File: config.mk
export PLATFORM = sky130hd
export DESIGN_NAME = tbd_half_round
export DESIGN_NICKNAME = d
export VERILOG_FILES = /design/src/sv/tbd_pkg.sv /design/src/sv/tbd_half_round.sv
export SDC_FILE = /design/constraint.sdc
export NUM_CORES = 1
export LEC_CHECK = 0
export BUFFER_PORTS_ARGS = -buffer_cell sky130_fd_sc_hd__buf_2
export CAP_MARGIN = 25
export CORE_MARGIN = 2
export CORE_UTILIZATION = 40
export CTS_CLUSTER_DIAMETER = 50
export DETAILED_ROUTE_END_ITERATION = 7
export PLACE_DENSITY = 0.75
export SLEW_MARGIN = 20
export SYNTH_ARGS = -nofsm -noshare
export SYNTH_HDL_FRONTEND = slang
export SYNTH_SLANG_ARGS = --single-unit
File: constraint.sdc
create_clock -name clock -period 10.95 [get_ports clock]
set_clock_uncertainty 0.1 [all_clocks]
set_input_delay 1.095 -clock clock [delete_from_list [all_inputs] [get_ports clock]]
set_output_delay 1.095 -clock clock [all_outputs]
set_load 0.02 [all_outputs]
File: src/sv/tbd_pkg.sv
package tbd_pkg;

   localparam int unsigned WordWidth = 32;
   localparam int unsigned BlockWidth = 2 * WordWidth;
   localparam int unsigned RoundCount = 16;
   localparam int unsigned HalfRoundCount = 2 * RoundCount;
   localparam int unsigned CsrAddrWidth = 4;
   localparam int unsigned CsrIndexWidth = 2;

   localparam logic [WordWidth-1:0] SumStart = 32'hE377_9B90;
   localparam logic [WordWidth-1:0] DeltaStep = 32'h61C8_8647;

   typedef logic [CsrIndexWidth-1:0] csr_index_type;

   localparam csr_index_type KeyIdx0 = 2'd0;
   localparam csr_index_type KeyIdx1 = 2'd1;
   localparam csr_index_type KeyIdx2 = 2'd2;
   localparam csr_index_type KeyIdx3 = 2'd3;

   typedef logic [WordWidth-1:0] word_type;

   typedef struct packed {
      logic     valid;
      word_type left;
      word_type right;
   } stage_type;

   typedef struct packed {
      word_type k0;
      word_type k1;
      word_type k2;
      word_type k3;
   } key_type;

   function automatic word_type tbd_mix(input word_type v, input word_type ka,
                                        input word_type kb, input word_type sum);
      tbd_mix = ((v >> 5) + kb) ^ ((v << 4) + ka) ^ (sum + v);
   endfunction

   function automatic word_type round_sum(input int unsigned round_idx);
      round_sum = SumStart + word_type'(round_idx) * DeltaStep;
   endfunction

endpackage

File: src/sv/tbd_half_round.sv
module tbd_half_round #(
   parameter bit UpdateRight = 1'b1,
   parameter logic [31:0] RoundSum = 32'h0
) (
   input  logic               clock,
   input  logic               reset,
   input  tbd_pkg::key_type   key,
   input  tbd_pkg::stage_type stage_in,
   output tbd_pkg::stage_type stage_out
);
   import tbd_pkg::*;

   logic     valid_ff;
   word_type left_ff;
   word_type left_in;
   word_type right_ff;
   word_type right_in;

   always_comb begin
      left_in = stage_in.left;
      right_in = stage_in.right;
      if (UpdateRight) begin
         right_in = stage_in.right - tbd_mix(stage_in.left, key.k2, key.k3, RoundSum);
      end else begin
         left_in = stage_in.left - tbd_mix(stage_in.right, key.k0, key.k1, RoundSum);
      end
   end

   always_ff @(posedge clock) begin
      if (reset) begin
         valid_ff <= 1'b0;
      end else begin
         valid_ff <= stage_in.valid;
      end
   end

   always_ff @(posedge clock) begin
      left_ff <= left_in;
      right_ff <= right_in;
   end

   assign stage_out.valid = valid_ff;
   assign stage_out.left = left_ff;
   assign stage_out.right = right_ff;

endmodule

==> results.cfg <==
[clock_network]
cts_resized = 0
cts_root_buffer = clkbuf_16
clkTransAtPathRegs_ps = 60
cts_buffer_depth = 2
cts_setup_buffers = 0
cts_buffers = 9
clock-sinks = 65
htreeDepth = 3
tritoncts = yes
hold_buffers = 0

[power]
p_total_mw = 1.524
power.leakage_nw = 3.595
combPwrFrac_pct = 61.0
switching_share_pct = 42.47
seq_power_share_pct = 21.3
clock_power_share_pct = 17.8
peakVddDrop_mv = 0.07301
powerDensity_nw_per_um2 = 201.7
internal-power_uw = 877.1
p_switching_uw = 647.4

[routing]
antenna_left = 0
drt_iter0_drc = 325
wl_per_cell_um = 14.89
vias = 5779
drcViolationCount = 0
drt_first_pass_iters = 5
via_per_inst = 5.239
drt-total-wl_mm = 16.43

[layout]
syn_to_final_growth_pct = 24.25
layout.nets = 1191
drive_above_1_share_pct = 25.19
fill_cells = 1447
mostFrequentLayoutCells = buf_2, xnor2_1, ha_1
final_common_cell = buf_2
multi_input_area_um2 = 4642
regArea_um2 = 1301

[min_path]
hp-class = input pin to flip-flop

[placed_design]
hpwl_mm = 13.95
io_buffer_count = 195
gp_congestion = 0.8877
place_ws_ps = 5155

[sta]
worst_hold_slack_ps = 797.0
fin_ws_ps = 5370
report.final.slew_viol_count = 0
hold_viol = 0
slew_headroom_pct = 60.11
tns_ps = 0
rsz0062_at_grt = no
fin_crit_sh_pct = 50.96
setup_violations = 0
worst_slew_pin_slew_ps = 583.3
period_needed_ps = 5580
max_freq_ghz = 0.1792

[floorplan]
fp.coreArea_um2 = 15030
fp.dieH_um = 127.3
die_x_um = 127.3
initial_core_util_pct = 40.47
die_area_um2 = 16210
rows = 45
pin_count = 260

[yosys]
ys_types = 67
ys_seq_elements = 65
synth_ff_type = dfxtp_1
synth_cells = 707
syn-mean-instance-area_um2 = 8.604
synth_fp_nets = 990
mappedNetlistArea_um2 = 6083
yosysWarnings = 0
synth_area_leader_cell = dfxtp_1
synth-seq-area-share_pct = 21.39
synth_top_area_share_pct = 21.39
synth_area_leaders = dfxtp_1, ha_1, xnor2_1, a21oi_1, a21o_1
async_flop_share_pct = 0
synth_edf_count = 0

[run_status]
status = completed

[global_route]
grt_pass1_vias = 5459
grt_overflow = 0
grt_max_degree = 12
grt_pass1_wl_mm = 26.39
grt_usage_pct = 20.30
antenna_found_initial = 2

[critical_path]
critPathRequiredTime_ps = 11110
critical_path.max_fanout = 5
cp_data_arrival_time_ps = 5740
startpoint_type = input pin
critPathCaptureType = flip-flop
crit_type = input pin to flip-flop

[flow_run]
maxCapViolCount = 0
[metrics by stage]
stage | utilization [%] | std cells | area, um2
global route | 50.28 | 1103 | 7559
finish | 50.28 | 1103 | 7559
global placement | 48.36 | 1085 | 7271
CTS | 50.25 | 1101 | 7553
floorplan | - | 707 | 6083
detailed placement | 48.36 | 1085 | 7271
[Yosys cell counts (8+ instances only)]
master and n:
nand2_1 37, o21ai_0 27, xnor2_1 121, a21o_1 40, xor2_1 22, a21oi_1 64
nand3_1 13, o21bai_1 9, o21a_1 12, dfxtp_1 65, nor2_1 50, and3_1 8
ha_1 85, inv_1 31
[power by group through the flow]
stage / Sequential (mW) / Clock, mW / Combinational [mW]
finish: 0.324 / 0.271 / 0.930
global placement: 0.330 / 0 / 0.908
detailed placement: 0.330 / 0 / 0.921
floorplan: 0.421 / 0 / 0.608
CTS: 0.325 / 0.279 / 0.927
global route: 0.332 / 0.288 / 1.03
[area by class of cell]
cell class              instances  area share [%]
multi-input cells             606           61.41
clock inverters                 5          0.3973
repair buffers                195           12.91
flip-flops and latches         65           17.22
clock buffers                  11           3.344
diodes                          2         0.06621
inverters                      31           1.539
well taps                     188           3.112
[path summary, 6_finish.rpt]
| path | start | end | slack [ps] | cells past startpoint |
|---|---|---|---|---|
| max | stage_in[37] | right_ff[28] | 5370 | 22 |
| min | stage_in[36] | left_ff[4] | 800 | 1 |
[logic make-up after synthesis]
family | Yosys count | synth area share [%]
DFF | 65 | 21.39
muxes | 1 | 0.1645
buffers and inverters | 36 | 2.304
xor gates and xnor gates | 144 | 20.86
adders and majority gates | 88 | 18.47
AOI/OAI and AO/OA | 222 | 24.85
and+or+nand+nor | 151 | 11.97
[worst max-delay path, stage by stage]
cell and delay, ps:
buf_2 130, ha_1 210, inv_1 70, fa_1 400, nor2b_1 190, o2111ai_1 200
a31oi_1 350, a21o_1 160, a21o_1 150, a21o_1 130, a21oi_1 70, xnor2_1 270
ha_1 340, and3_1 240, a41o_1 250, a41oi_1 190, o21ai_1 140, a32oi_1 400
a211o_1 230, and2_1 240, o2111ai_1 150, o2111ai_1 130
[sequential cells by signal, indices dropped and copies added, names as in the netlist]
name      flops
valid_ff      1
left_ff      32
right_ff     32
[routing by layer]
layer | wire, um | share of wire [%] | vias up | global-route usage, %
met5 | 0 | 0 | - | 0
met4 | 344 | 2.1 | 0 | 7.563
met3 | 884 | 5.4 | 22 | 3.183
met2 | 7544 | 46 | 173 | 32.93
met1 | 7654 | 47 | 2620 | 27.25
li1 | - | - | 2964 | -
Note: power is estimated with default switching activity, not from simulation.
